### src/rtl/core/beof_pkg.sv
// Shared types and constants for the band envelope onset follower.
`timescale 1ns / 1ps
package beof_pkg;
   typedef struct packed {
      logic [19:0] bin_value;
      logic        last_bin;
      logic [31:0] timestamp;
      logic        jumped;
   } req_word_type;

   typedef struct packed {
      logic [16:0] drive;
      logic [16:0] instant;
   } rsp_word_type;

   localparam logic [2:0] REG_BAND_START  = 3'd0;
   localparam logic [2:0] REG_BAND_END    = 3'd1;
   localparam logic [2:0] REG_ONSET_MODE  = 3'd2;
   localparam logic [2:0] REG_PRIME_SIL   = 3'd3;
   localparam logic [2:0] REG_LEVEL_RET   = 3'd4;
   localparam logic [2:0] REG_BASE_RET    = 3'd5;
   localparam logic [2:0] REG_ONSET_RET   = 3'd6;
   localparam logic [2:0] REG_ONSET_GAIN  = 3'd7;

   localparam logic [16:0] ONE_Q16 = 17'd65536;

   // datapath operations
   typedef enum logic [3:0] {
      OP_NONE,
      OP_ROOT_LOAD,   // latch bin, start root
      OP_ROOT_STEP,   // one root bit
      OP_ROOT_ACC,    // add root to sum
      OP_DIV_LOAD,    // start mean divide
      OP_DIV_STEP,    // one quotient bit
      OP_PRIME,       // clamp x, prime, compute elapsed
      OP_POW_LOAD,    // start three powers
      OP_POW_MUL,     // multiply result by base (one of three)
      OP_POW_SQR,     // square base (one of three)
      OP_UPD_MUL,     // product for tracker update (one of three)
      OP_UPD_GAIN,    // flux times gain
      OP_FINISH       // commit trackers, form result
   } op_type;

   typedef struct packed {
      op_type     op;
      logic [1:0] sel;
   } cmd_type;

   typedef struct packed {
      logic root_done;
      logic div_done;
      logic pow_done;
      logic in_range;
      logic last_bin;
   } status_type;
endpackage

### src/rtl/core/band_envelope_onset_follower_core.sv
// Top level of the band envelope onset follower.
`timescale 1ns / 1ps
// Takes one spectrum bin word at a time. Each bin runs through a bit-serial
// square root of 18 steps before the next word is accepted. The last bin of a
// frame adds a restoring divide (one quotient bit per cycle, 18 plus
// clog2(MAX_BINS+1) steps, 29 by default), three retain powers by a shared
// rounded multiplier (a multiply and a square per power for each exponent bit)
// and the tracker update, then holds the result word until rsp_stall drops.
// One word is in flight at a time. Configuration writes are always ready.
module band_envelope_onset_follower_core #(
   parameter int MAX_BINS    = 1024,
   parameter int MAX_ELAPSED = 255
) (
   input  logic                   clock,
   input  logic                   reset,
   input  logic                   req_valid,
   output logic                   req_stall,
   input  beof_pkg::req_word_type req_word,
   output logic                   rsp_valid,
   input  logic                   rsp_stall,
   output beof_pkg::rsp_word_type rsp_word,
   input  logic                   csr_valid,
   output logic                   csr_ready,
   input  logic [2:0]             csr_index,
   input  logic [31:0]            csr_data
);
   import beof_pkg::*;

   cmd_type    cmd;
   status_type status;
   logic [9:0]  band_start_bin, band_end_bin;
   logic        onset_mode, prime_from_silence;
   logic [15:0] level_retain, baseline_retain, onset_retain, onset_gain;

   beof_csr u_csr (
      .clock, .reset, .csr_valid, .csr_ready, .csr_index, .csr_data,
      .band_start_bin, .band_end_bin, .onset_mode, .prime_from_silence,
      .level_retain, .baseline_retain, .onset_retain, .onset_gain
   );

   beof_control u_control (
      .clock, .reset, .req_valid, .req_stall, .rsp_valid, .rsp_stall,
      .status, .cmd
   );

   beof_datapath #(.MAX_BINS(MAX_BINS), .MAX_ELAPSED(MAX_ELAPSED)) u_datapath (
      .clock, .reset, .req_word, .cmd, .status,
      .band_start_bin, .band_end_bin, .onset_mode, .prime_from_silence,
      .level_retain, .baseline_retain, .onset_retain, .onset_gain, .rsp_word
   );
endmodule

### src/rtl/core/beof_datapath.sv
// Datapath: bin root, band sum, mean divide, powers and tracker update.
`timescale 1ns / 1ps
module beof_datapath #(
   parameter int MAX_BINS    = 1024,
   parameter int MAX_ELAPSED = 255
) (
   input  logic                   clock,
   input  logic                   reset,
   input  beof_pkg::req_word_type req_word,
   input  beof_pkg::cmd_type      cmd,
   output beof_pkg::status_type   status,
   input  logic [9:0]             band_start_bin,
   input  logic [9:0]             band_end_bin,
   input  logic                   onset_mode,
   input  logic                   prime_from_silence,
   input  logic [15:0]            level_retain,
   input  logic [15:0]            baseline_retain,
   input  logic [15:0]            onset_retain,
   input  logic [15:0]            onset_gain,
   output beof_pkg::rsp_word_type rsp_word
);
   import beof_pkg::*;

   localparam int PW = $clog2(MAX_BINS + 1);
   localparam int CW = PW + 1;
   localparam int SW = 18 + PW;
   localparam int EW = $clog2(MAX_ELAPSED + 1);
   localparam int BW = (PW > 10) ? PW : 10;

   // item latched
   logic        last_ff, jumped_ff;
   logic [31:0] now_ff;

   // frame accumulation
   logic [PW-1:0] pos_ff;
   logic [SW-1:0] sum_ff;
   logic [CW-1:0] cnt_ff;

   // root unit
   logic [35:0] rv_ff, rres_ff, rbit_ff;

   // divider
   logic [SW-1:0] dq_ff, drem_ff;
   logic [5:0]    dcnt_ff;

   // trackers
   logic        primed_ff;
   logic [31:0] last_time_ff;
   logic [16:0] level_ff, base_ff, env_ff, x_ff;
   logic [EW-1:0] e_ff;
   logic [16:0] pres_ff [3];
   logic [16:0] pbase_ff [3];
   logic [16:0] prod_ff [3];
   logic [24:0] grown_ff;
   rsp_word_type rsp_ff;

   logic in_range;
   assign in_range = (BW'(pos_ff) >= BW'(band_start_bin)) &&
                     (BW'(pos_ff) <= BW'(band_end_bin)) &&
                     (pos_ff < PW'(MAX_BINS));

   assign status.in_range  = in_range;
   assign status.last_bin  = last_ff;
   assign status.root_done = (rbit_ff == '0);
   assign status.div_done  = (dcnt_ff == '0);
   assign status.pow_done  = (e_ff == '0);
   assign rsp_word = rsp_ff;

   function automatic logic [16:0] rmul(input logic [16:0] a, input logic [16:0] b);
      logic [33:0] p;
      p = a * b + 34'd32768;
      return p[32:16];
   endfunction

   logic [16:0] pa, pb, pr;
   always_comb begin
      pa = pres_ff[cmd.sel];
      pb = pbase_ff[cmd.sel];
      case (cmd.op)
         OP_POW_SQR: pa = pbase_ff[cmd.sel];
         OP_UPD_MUL: begin
            case (cmd.sel)
               2'd0: pa = level_ff - x_ff;
               2'd1: pa = (base_ff >= x_ff) ? base_ff - x_ff : x_ff - base_ff;
               default: pa = env_ff;
            endcase
         end
         default: ;
      endcase
      pr = rmul(pa, pb);
   end

   logic [35:0] rtry;
   logic [SW:0] dtry;
   logic [31:0] el;
   logic [16:0] xc, flux;
   logic [16:0] lvl_n, base_n, env_n, grown_c;
   assign rtry = rres_ff + rbit_ff;
   assign dtry = {drem_ff, dq_ff[SW-1]} - {{(SW-CW+1){1'b0}}, cnt_ff};

   always_comb begin
      flux = (x_ff > base_ff) ? x_ff - base_ff : '0;
      grown_c = (grown_ff > 25'd65536) ? ONE_Q16 : grown_ff[16:0];
      lvl_n = (x_ff >= level_ff) ? x_ff : x_ff + prod_ff[0];
      base_n = (base_ff >= x_ff) ? x_ff + prod_ff[1] : x_ff - prod_ff[1];
      env_n = (grown_c > prod_ff[2]) ? grown_c : prod_ff[2];
      xc = (cnt_ff == '0) ? '0 :
           ((dq_ff > SW'(65536)) ? ONE_Q16 : dq_ff[16:0]);
      el = now_ff - last_time_ff;
   end

   always_ff @(posedge clock) begin
      if (reset) begin
         pos_ff <= '0; sum_ff <= '0; cnt_ff <= '0;
         primed_ff <= 1'b0; last_time_ff <= '0;
         level_ff <= '0; base_ff <= '0; env_ff <= '0;
         rbit_ff <= '0; dcnt_ff <= '0; e_ff <= '0;
      end else begin
         case (cmd.op)
            OP_ROOT_LOAD: begin
               last_ff <= req_word.last_bin;
               now_ff <= req_word.timestamp; jumped_ff <= req_word.jumped;
               rv_ff <= {req_word.bin_value, 16'd0};
               rres_ff <= '0;
               rbit_ff <= 36'h4_0000_0000;
            end
            OP_ROOT_STEP: begin
               if (rv_ff >= rtry) begin
                  rv_ff <= rv_ff - rtry;
                  rres_ff <= (rres_ff >> 1) + rbit_ff;
               end else begin
                  rres_ff <= rres_ff >> 1;
               end
               rbit_ff <= rbit_ff >> 2;
            end
            OP_ROOT_ACC: begin
               if (in_range) begin
                  sum_ff <= sum_ff + SW'(rres_ff[17:0]);
                  cnt_ff <= cnt_ff + 1'b1;
               end
               if (pos_ff < PW'(MAX_BINS)) pos_ff <= pos_ff + 1'b1;
            end
            OP_DIV_LOAD: begin
               dq_ff <= sum_ff; drem_ff <= '0; dcnt_ff <= 6'(SW);
            end
            OP_DIV_STEP: begin
               if (!dtry[SW]) begin
                  drem_ff <= dtry[SW-1:0];
                  dq_ff <= {dq_ff[SW-2:0], 1'b1};
               end else begin
                  drem_ff <= {drem_ff[SW-2:0], dq_ff[SW-1]};
                  dq_ff <= {dq_ff[SW-2:0], 1'b0};
               end
               dcnt_ff <= dcnt_ff - 1'b1;
            end
            OP_PRIME: begin
               x_ff <= xc;
               sum_ff <= '0; cnt_ff <= '0; pos_ff <= '0;
               last_time_ff <= now_ff;
               if (!primed_ff || jumped_ff) begin
                  level_ff <= prime_from_silence ? '0 : xc;
                  base_ff  <= prime_from_silence ? '0 : xc;
                  env_ff   <= '0;
                  primed_ff <= 1'b1;
                  e_ff <= '0;
               end else if (now_ff < last_time_ff) begin
                  e_ff <= '0;
               end else if (el > 32'(MAX_ELAPSED)) begin
                  e_ff <= EW'(MAX_ELAPSED);
               end else begin
                  e_ff <= el[EW-1:0];
               end
            end
            OP_POW_LOAD: begin
               for (int i = 0; i < 3; i++) pres_ff[i] <= ONE_Q16;
               pbase_ff[0] <= {1'b0, level_retain};
               pbase_ff[1] <= {1'b0, baseline_retain};
               pbase_ff[2] <= {1'b0, onset_retain};
            end
            OP_POW_MUL: if (e_ff[0]) pres_ff[cmd.sel] <= pr;
            OP_POW_SQR: begin
               pbase_ff[cmd.sel] <= pr;
               if (cmd.sel == 2'd2) e_ff <= e_ff >> 1;
            end
            OP_UPD_MUL: begin
               pbase_ff[cmd.sel] <= pres_ff[cmd.sel];
               prod_ff[cmd.sel] <= rmul(pa, pres_ff[cmd.sel]);
            end
            OP_UPD_GAIN: grown_ff <= 25'((33'(flux) * onset_gain + 33'd128) >> 8);
            OP_FINISH: begin
               level_ff <= lvl_n; base_ff <= base_n; env_ff <= env_n;
               rsp_ff.drive <= onset_mode ? env_n :
                               ((lvl_n > ONE_Q16) ? ONE_Q16 : lvl_n);
               rsp_ff.instant <= x_ff;
            end
            default: ;
         endcase
      end
   end
endmodule

### src/rtl/core/beof_control.sv
// Controller: sequences root and accumulate for each word, and divide, powers and update for the last bin of a frame.
`timescale 1ns / 1ps
module beof_control (
   input  logic                 clock,
   input  logic                 reset,
   input  logic                 req_valid,
   output logic                 req_stall,
   output logic                 rsp_valid,
   input  logic                 rsp_stall,
   input  beof_pkg::status_type status,
   output beof_pkg::cmd_type    cmd
);
   import beof_pkg::*;

   typedef enum logic [3:0] {
      S_IDLE, S_ROOT, S_ACC, S_DIV_LOAD, S_DIV, S_PRIME, S_POW_LOAD,
      S_POW_MUL, S_POW_SQR, S_UPD, S_GAIN, S_FINISH, S_OUT
   } state_type;

   state_type  state_ff;
   logic [1:0] sel_ff;

   assign req_stall = (state_ff != S_IDLE);
   assign rsp_valid = (state_ff == S_OUT);

   always_comb begin
      cmd.sel = sel_ff;
      case (state_ff)
         S_IDLE:     cmd.op = req_valid ? OP_ROOT_LOAD : OP_NONE;
         // hold the root and quotient once their last step is done
         S_ROOT:     cmd.op = status.root_done ? OP_NONE : OP_ROOT_STEP;
         S_ACC:      cmd.op = OP_ROOT_ACC;
         S_DIV_LOAD: cmd.op = OP_DIV_LOAD;
         S_DIV:      cmd.op = status.div_done ? OP_NONE : OP_DIV_STEP;
         S_PRIME:    cmd.op = OP_PRIME;
         S_POW_LOAD: cmd.op = OP_POW_LOAD;
         S_POW_MUL:  cmd.op = OP_POW_MUL;
         S_POW_SQR:  cmd.op = OP_POW_SQR;
         S_UPD:      cmd.op = OP_UPD_MUL;
         S_GAIN:     cmd.op = OP_UPD_GAIN;
         S_FINISH:   cmd.op = OP_FINISH;
         default:    cmd.op = OP_NONE;
      endcase
   end

   always_ff @(posedge clock) begin
      if (reset) begin
         state_ff <= S_IDLE;
         sel_ff <= '0;
      end else begin
         case (state_ff)
            S_IDLE:     if (req_valid) state_ff <= S_ROOT;
            S_ROOT:     if (status.root_done) state_ff <= S_ACC;
            S_ACC:      state_ff <= status.last_bin ? S_DIV_LOAD : S_IDLE;
            S_DIV_LOAD: state_ff <= S_DIV;
            S_DIV:      if (status.div_done) state_ff <= S_PRIME;
            S_PRIME:    state_ff <= S_POW_LOAD;
            S_POW_LOAD: begin
               sel_ff <= '0;
               state_ff <= status.pow_done ? S_UPD : S_POW_MUL;
            end
            S_POW_MUL:  state_ff <= S_POW_SQR;
            S_POW_SQR: begin
               if (sel_ff == 2'd2) begin
                  sel_ff <= '0;
                  // exponent shifts on the last square
                  state_ff <= S_POW_MUL;
               end else begin
                  sel_ff <= sel_ff + 1'b1;
                  state_ff <= S_POW_MUL;
               end
            end
            S_UPD: begin
               if (sel_ff == 2'd2) begin
                  sel_ff <= '0;
                  state_ff <= S_GAIN;
               end else begin
                  sel_ff <= sel_ff + 1'b1;
               end
            end
            S_GAIN:     state_ff <= S_FINISH;
            S_FINISH:   state_ff <= S_OUT;
            S_OUT:      if (!rsp_stall) state_ff <= S_IDLE;
            default:    state_ff <= S_IDLE;
         endcase
         // leave power loop once the exponent is spent
         if (state_ff == S_POW_MUL && status.pow_done) begin
            state_ff <= S_UPD;
            sel_ff <= '0;
         end
      end
   end
endmodule

### src/rtl/core/beof_csr.sv
// Configuration register file.
`timescale 1ns / 1ps
module beof_csr (
   input  logic        clock,
   input  logic        reset,
   input  logic        csr_valid,
   output logic        csr_ready,
   input  logic [2:0]  csr_index,
   input  logic [31:0] csr_data,
   output logic [9:0]  band_start_bin,
   output logic [9:0]  band_end_bin,
   output logic        onset_mode,
   output logic        prime_from_silence,
   output logic [15:0] level_retain,
   output logic [15:0] baseline_retain,
   output logic [15:0] onset_retain,
   output logic [15:0] onset_gain
);
   import beof_pkg::*;

   logic [9:0]  start_ff, end_ff;
   logic        mode_ff, sil_ff;
   logic [15:0] lret_ff, bret_ff, oret_ff, gain_ff;

   assign csr_ready = 1'b1;
   assign band_start_bin = start_ff;
   assign band_end_bin = end_ff;
   assign onset_mode = mode_ff;
   assign prime_from_silence = sil_ff;
   assign level_retain = lret_ff;
   assign baseline_retain = bret_ff;
   assign onset_retain = oret_ff;
   assign onset_gain = gain_ff;

   always_ff @(posedge clock) begin
      if (reset) begin
         start_ff <= 10'd0; end_ff <= 10'd1023; mode_ff <= 1'b0; sil_ff <= 1'b0;
         lret_ff <= 16'd64880; bret_ff <= 16'd65340;
         oret_ff <= 16'd62000; gain_ff <= 16'd1024;
      end else if (csr_valid) begin
         case (csr_index)
            REG_BAND_START: start_ff <= csr_data[9:0];
            REG_BAND_END:   end_ff <= csr_data[9:0];
            REG_ONSET_MODE: mode_ff <= csr_data[0];
            REG_PRIME_SIL:  sil_ff <= csr_data[0];
            REG_LEVEL_RET:  lret_ff <= csr_data[15:0];
            REG_BASE_RET:   bret_ff <= csr_data[15:0];
            REG_ONSET_RET:  oret_ff <= csr_data[15:0];
            REG_ONSET_GAIN: gain_ff <= csr_data[15:0];
            default: ;
         endcase
      end
   end
endmodule
### config.mk
export PLATFORM = sky130hd
export DESIGN_NAME = band_envelope_onset_follower_core
export DESIGN_NICKNAME = d
export VERILOG_FILES = /design/src/rtl/core/beof_pkg.sv /design/src/rtl/core/band_envelope_onset_follower_core.sv /design/src/rtl/core/beof_datapath.sv /design/src/rtl/core/beof_control.sv /design/src/rtl/core/beof_csr.sv
export SDC_FILE = /design/constraint.sdc
export NUM_CORES = 2
export LEC_CHECK = 0
export ABC_AREA = 1
export BUFFER_PORTS_ARGS = -buffer_cell sky130_fd_sc_hd__clkbuf_2
export CAP_MARGIN = 10
export CORE_MARGIN = 5
export CORE_UTILIZATION = 45
export CTS_CLUSTER_SIZE = 14
export DETAILED_ROUTE_END_ITERATION = 10
export SYNTH_ARGS = -nofsm -noshare
export SYNTH_HDL_FRONTEND = slang
export SYNTH_SLANG_ARGS = --single-unit
### constraint.sdc
create_clock -name clock -period 7.4 [get_ports clock]
set_clock_uncertainty 0.2 [all_clocks]
set_input_delay 0.37 -clock clock [delete_from_list [all_inputs] [get_ports clock]]
set_output_delay 0.37 -clock clock [all_outputs]
set_load 0.01 [all_outputs]
Yosys cells after proc, flatten, opt, wreduce, memory -nomap -nowiden:

Memory sizes are Yosys's and may differ from the RTL's. A register that Yosys moved wholly into a read port is not among the register bits.
Cells that the tools add are included.

* register bits: 518
* bits in latches: 0
* RAM bits: 153
* ROM bits: 0
* bits of input ports: 94
* output and inout bits: 37
* logic and storage cells: 244
* memories kept: 3

Memories
* u_datapath.pbase_ff: words 3, width 17, read ports 1, clocked after memory_dff 1, write ports 3, line beof_datapath.sv:52 `logic [16:0] pbase_ff [3];`
* u_datapath.pres_ff: words 3, width 17, read ports 1, clocked after memory_dff 1, write ports 3, line beof_datapath.sv:51 `logic [16:0] pres_ff [3];`
* u_datapath.prod_ff: words 3, width 17, read ports 3, clocked after memory_dff 0, write ports 1, line beof_datapath.sv:53 `logic [16:0] prod_ff [3];`

* add/subtract/negate cells: 19
* multipliers: 3
* div/mod/pow operators: 0
* magnitude comparators: 13
* equal/unequal tests: 48
* shift-type cells: 0
* multiplexer cells: 78
* bitwise gates (word level): 2
* reduce and logical (&&, ||, !) cells: 45

Operators by type and width (count)
* 2-to-1 mux 17 bit: 16
* case mux 36 bit (2 select lines): 3
* case mux 29 bit (2 select lines): 3
* case mux 17 bit (2 select lines): 5
* 2-to-1 mux 36 bit: 2
* subtractor 17 bit: 4
* adder 33 x 16 -> 33 bit (second input constant): 2
* multiplier 17 x 17 -> 33 bit: 2
* 2-to-1 mux 29 bit: 2
* case mux 4 bit (13 select lines): 1
* case mux 4 bit (12 select lines): 1
* == test 4 bit (second input constant): 10
* AND reduction 2 bit: 19
* adder 35 x 36 -> 36 bit: 1
* adder 36 bit: 1
* greater-or-equal comparator 36 bit: 1
* logical NOT 36 bit: 1
* subtractor 36 bit: 1
* adder 17 bit: 2
* greater-or-equal comparator 17 bit: 2
* > comparator 17 bit: 2
* OR reduction 17 bit: 2
* adder 33 x 8 -> 33 bit (second input constant): 1
* multiplier 17 x 16 -> 33 bit: 1
* 55 further kinds: 123

Longest topological paths before layout:

* depth after elaboration: 10
* depth in mapped cells: 47
* depth with buffers taken out: 44

Cells and area by module:

A second synthesis with hierarchy kept.

* cell total of the unflattened synthesis: 9058
* area total of the unflattened synthesis: 70915.5 µm²

Modules (own cells, without submodules)
* beof_datapath: instances 1, cells each 8511, area each 67165.7 µm², seq. area each 16185.5 µm²
* beof_csr: instances 1, cells each 456, area each 3258.1 µm², seq. area each 1721.7 µm²
* beof_control: instances 1, cells each 91, area each 491.7 µm², seq. area each 120.1 µm²

Worst setup path after synthesis:

OpenSTA, ideal clock, no wires.

* kind: reg-to-reg
* start point: register u_datapath.x_ff[1]
* end point: memory u_datapath.pbase_ff[1][13] (data pin)
* library setup time: 254 ps
* data arrival time: 7309 ps
* data required time: 6946 ps
* path slack: -363 ps
* cell stages (with the launch flop): 39
* buffers on the path: 0
* period minus slack after synthesis: 7763 ps
* cells stage by stage: edfxtp_1 inv_1 fa_1 nand3_1 nand3_1 nand2_1 nand2_1 a21oi_1 xor2_1 nand2_1 nand3_1 a31oi_1 a21oi_2 nand2_2 nand2_2 nor2_1 fa_1 inv_1 [... 3 more ...] fa_1 fa_1 inv_1 fa_1 inv_1 ha_1 nand2_1 nor2_1 inv_1 nor3_1 nand2_1 o21ai_1 nand2_1 nand2_1 xor2_1 nand2_1 nand3_1 nand2_1

RTL lines
* start, declared: line beof_datapath.sv:49 `logic [16:0] level_ff, base_ff, env_ff, x_ff;`
* start signal, assigned: line beof_datapath.sv:157 `x_ff <= xc;`
* end, declared: line beof_datapath.sv:52

Worst setup path in the final report:

* start point: register u_datapath.x_ff[2]
* end point: memory u_datapath.prod_ff[1][13] (data pin)

* cells in the longest elaborated chain, start to end: 6
* elaborated cells between the ends (all ways): 9
* classes of those cells: add/sub: 4; mul: 1; order compare: 1; mux: 3

Ends and longest elaborated chain
* subtractor 17 bit / greater-or-equal comparator 17 bit (equally long branches): line beof_datapath.sv:84 `2'd1: pa = (base_ff >= x_ff) ? base_ff - x_ff : x_ff - base_ff;`
* 2-to-1 mux 17 bit: line beof_datapath.sv:84
* case mux 17 bit (2 select lines) (*): line beof_datapath.sv:82 `case (cmd.sel)`
* case mux 17 bit (2 select lines) (*): line beof_datapath.sv:79 `case (cmd.op)`
* multiplier 17 x 17 -> 33 bit (*): line beof_datapath.sv:71 `p = a * b + 34'd32768;`
* adder 33 x 16 -> 33 bit (*): line beof_datapath.sv:71
* end, declared: line beof_datapath.sv:53

Mark *: on every way between the ends. The rest lies on a longest branch, timed or not.

==> flow_summary.rst <==
.. list-table::
   :header-rows: 1

   * - Metric
     - Value
   * - Critical Path Sink Type
     - flip-flop
   * - Clock root buffer master
     - sky130_fd_sc_hd__clkbuf_16
   * - Via density per instance
     - ~5.4
   * - Main area contributors after synthesis
     - sky130_fd_sc_hd__fa_1 19%, sky130_fd_sc_hd__edfxtp_1 18%, sky130_fd_sc_hd__ha_1 11%
   * - Total area of multi-input combinational cells
     - roughly 0.049 mm2
   * - Placement Rows
     - between 100 and 150
   * - Synthesized instance count
     - slightly above 9000
   * - Largest fanout of any net on the critical path
     - 5
   * - Required time of the critical path
     - slightly below 8 ns
   * - Die footprint
     - around 0.17 mm2
   * - Place WS
     - -1.172 ns
   * - Cell repeated most along the worst path
     - sky130_fd_sc_hd__fa_1
   * - Critical Path Max Stage Delay
     - between 0.5 and 0.6 ns
   * - Fraction of layout instances using a drive strength above 1
     - around a fifth
   * - Post-route fraction of the period consumed by the critical path
     - 111.0%
   * - Unrepaired setup endpoints after global routing
     - yes
   * - Post-placement cell area
     - around 0.080 mm2
   * - Post-layout nets
     - approximately 11000
   * - Total grt overflow
     - 0
   * - Post-Layout Cell Count
     - ~12000
   * - Synth area leader
     - sky130_fd_sc_hd__fa_1
   * - RePlAce Congestion
     - between 0.9 and 1
   * - Clock Pin Slew Worst Setup and Hold Paths
     - around 0.060 ns
   * - Worst path setup slack after routing
     - -0.8146 ns
   * - I/O pins
     - around 130
   * - Combined global-route utilization of all metal layers
     - approximately 29%
   * - Maximum level of the CTS H-tree
     - 3
   * - Clock Sink Count
     - between 600 and 700
   * - Pre-Repair DR Iteration Count
     - 6
   * - Min Hold Slack
     - roughly 0.077 ns
   * - Type of the worst setup path
     - reg -> reg
   * - Initial Util
     - around 45%
   * - Number of endpoints failing setup at the final stage
     - slightly above 200
   * - Seq/Total Area, Yosys
     - 25.41%
   * - DPL Wire Length
     - 201.4 mm
   * - Most used flip-flop cell after synthesis
     - sky130_fd_sc_hd__edfxtp_1
   * - Post-synthesis cell area
     - between 0.07 and 0.08 mm2
   * - Register bit count reported by yosys
     - 689
   * - Number of max-slew violations in the final report
     - 0
   * - Worst-case register-to-register setup slack
     - -0.81 ns
   * - Mapped Nets
     - 10460
   * - Area growth from synthesis to layout
     - 23.67%
   * - Share of synthesized registers carrying an async set or reset
     - 0%
   * - Synth top area share
     - about a fifth
   * - Data arrival time of the critical path
     - roughly 8.5 ns
   * - Avg WL per Cell
     - about 20 um
   * - Unique masters post-synth
     - 80
   * - Iteration-0 DRC count of the detailed router
     - between 5000 and 6000
   * - Maximum Capacitance Violations
     - 0
   * - Remaining antenna violation count after routing
     - 0
   * - Outcome
     - finished, violations left
   * - Max Root-Sink Buffers
     - 3
   * - Average cell area after synthesis
     - between 7 and 8 um2
   * - Overall die width
     - slightly above 400 um
   * - Violations in the final reports
     - setup timing
   * - Via count of the first global-routing pass
     - 65070
   * - Remaining routing DRC violations
     - 0
   * - Global-route wire length before repair
     - between 300 and 400 mm
   * - Library cell with the highest instance count after synthesis
     - sky130_fd_sc_hd__nand2_1
   * - Number of antenna violations at the first check in global routing
     - 6
   * - Worst-case headroom to the max-slew limit
     - between 30% and 40%
   * - Actual transition at the worst max-transition pin
     - 1.026 ns
   * - Design area
     - a little under 0.09 mm2
   * - Most numerous cell types in the synthesized netlist
     - 1950 x sky130_fd_sc_hd__nand2_1, 1578 x sky130_fd_sc_hd__inv_1, 954 x sky130_fd_sc_hd__nor2_1, 663 x sky130_fd_sc_hd__fa_1, 599 x sky130_fd_sc_hd__ha_1
   * - Total clock buffers created by CTS
     - a little over 80
   * - Total number of vias
     - around 65000
   * - Pin count of the biggest net entering global routing
     - 83
   * - IO Port Bufs
     - between 100 and 150
   * - Die Y
     - 407.5 um
   * - Min Clock Period, post-route
     - a little over 8 ns
   * - F_max
     - roughly 0.12 GHz
   * - Count of fill cells added during filler insertion
     - around 15000
   * - Startpoint kind of the worst setup timing path
     - flip-flop
   * - Crit-path slowest cell
     - sky130_fd_sc_hd__fa_1
   * - Hold violation count in the final report
     - 0
   * - Placed cell count
     - between 10000 and 15000
   * - Ys Warns
     - 0
   * - Area of the core
     - between 0.15 and 0.2 mm2
   * - Sequential Area
     - 0.01807 mm2
   * - Worst min-delay path class
     - in -> reg
   * - Clk Latency, worst-skew pair
     - 0.69 ns
   * - Total wirelength of the detailed-routed design
     - 249.7 mm
   * - Clock tree from TritonCTS
     - done
   * - Number of flops mapped to enable cells by yosys
     - 427
==> cells in the final DEF (no fill, tap or decap), drive strengths merged, types with 23 or more instances in the layout <==
| master | count |
|---|---|
| nor2 | 971 |
| clkinv | 42 |
| o21ai | 482 |
| a31oi | 54 |
| nand4 | 61 |
| nand3 | 441 |
| inv | 1619 |
| edfxtp | 427 |
| a21o | 37 |
| or2 | 45 |
| o22ai | 26 |
| a21oi | 540 |
| xor2 | 138 |
| dfxtp | 262 |
| fa | 663 |
| o21bai | 23 |
| clkbuf | 221 |
| nor3 | 93 |
| dlygate4sd3 | 73 |
| ha | 599 |
| nand2 | 2015 |
| o211ai | 37 |
| buf | 994 |
| nor4 | 30 |
| xnor2 | 88 |
==> layer usage <==
layer,up-vias,track usage (%),wire length (um)
met1,31600,39.80,106300
met3,426,6.015,20760
met2,2324,47.10,112600
li1,31070,-,-
met5,-,0,13
met4,2,10.03,10050
==> layout make-up <==
type	count	area share, %
well taps	2058	2.928
clock buffers	109	2.551
repair inverters	2	0.01565
diodes	2	0.005691
inverters	1622	7.006
flip-flops and latches	689	20.55
clock inverters	44	0.5520
multi-input cells	6518	55.49
repair buffers	1180	10.91
==> path summary, 6_finish.rpt <==
| kind | from | end | depth (start not counted) |
|---|---|---|---|
| min reg2reg | u_datapath.sum_ff[28] | u_datapath.sum_ff[28] | 1 |
| max | u_datapath.x_ff[2] | u_datapath.prod_ff[1][13] | 38 |
| max reg2reg | u_datapath.x_ff[2] | u_datapath.prod_ff[1][13] | 38 |
| min | csr_data[7] | u_csr.band_end_bin[7] | 3 |
==> kinds of logic after synthesis <==
family | count (synthesis) | share of synthesized area (%)
and+or+nand+nor | 3703 | 21.61
buffers and inverters | 1896 | 10.41
AOI/OAI and AO/OA | 1326 | 10.57
adders and majority gates | 1262 | 29.20
DFF | 689 | 25.41
xor gates and xnor gates | 226 | 2.794
other | 1 | 0.005274
==> sequential cells by signal (all words and copies together), names as in the netlist, 32 cells and up, named ones only <==
name / count
u_datapath.pbase_ff: 68
u_datapath.last_time_ff: 32
u_datapath.rsp_word: 34
u_datapath.rv_ff: 36
u_datapath.prod_ff: 51
u_datapath.rres_ff: 36
u_datapath.pres_ff: 68
u_datapath.now_ff: 32
==> critical path: cells and delay by family, from the launching register on <==
kind / cells / cell delay, ns
xor+xnor: 2 / 0.50
simple gates: 10 / 1.14
buf+inv: 11 / 1.07
flops: 1 / 0.43
compound gates: 7 / 1.18
fa+ha+maj: 8 / 3.50
==> timing repair <==
item | 4_1_cts | 5_1_grt
gates cloned | 2 | 1
hold endpoints to repair | 111 | 0
setup buffers | 94 | 49
pin swaps | 149 | 133
resized for setup | 457 | 369
endpoints found under the setup margin | 208 | 210
hold buffers | 73 | 0
==> through the flow <==
stage / util [%] / TNS, ns
after floorplan: - / -0.1507
after global placement: 51.15 / -175.12
after detailed placement: 51.15 / -181.88
after CTS: 54.98 / -98.37
after global routing: 56.10 / -175.80
final: 56.10 / -113.12
Power is left out: the tool's default activity adds up to more than one toggle a clock period on the data nets, which glitch-free logic cannot reach.
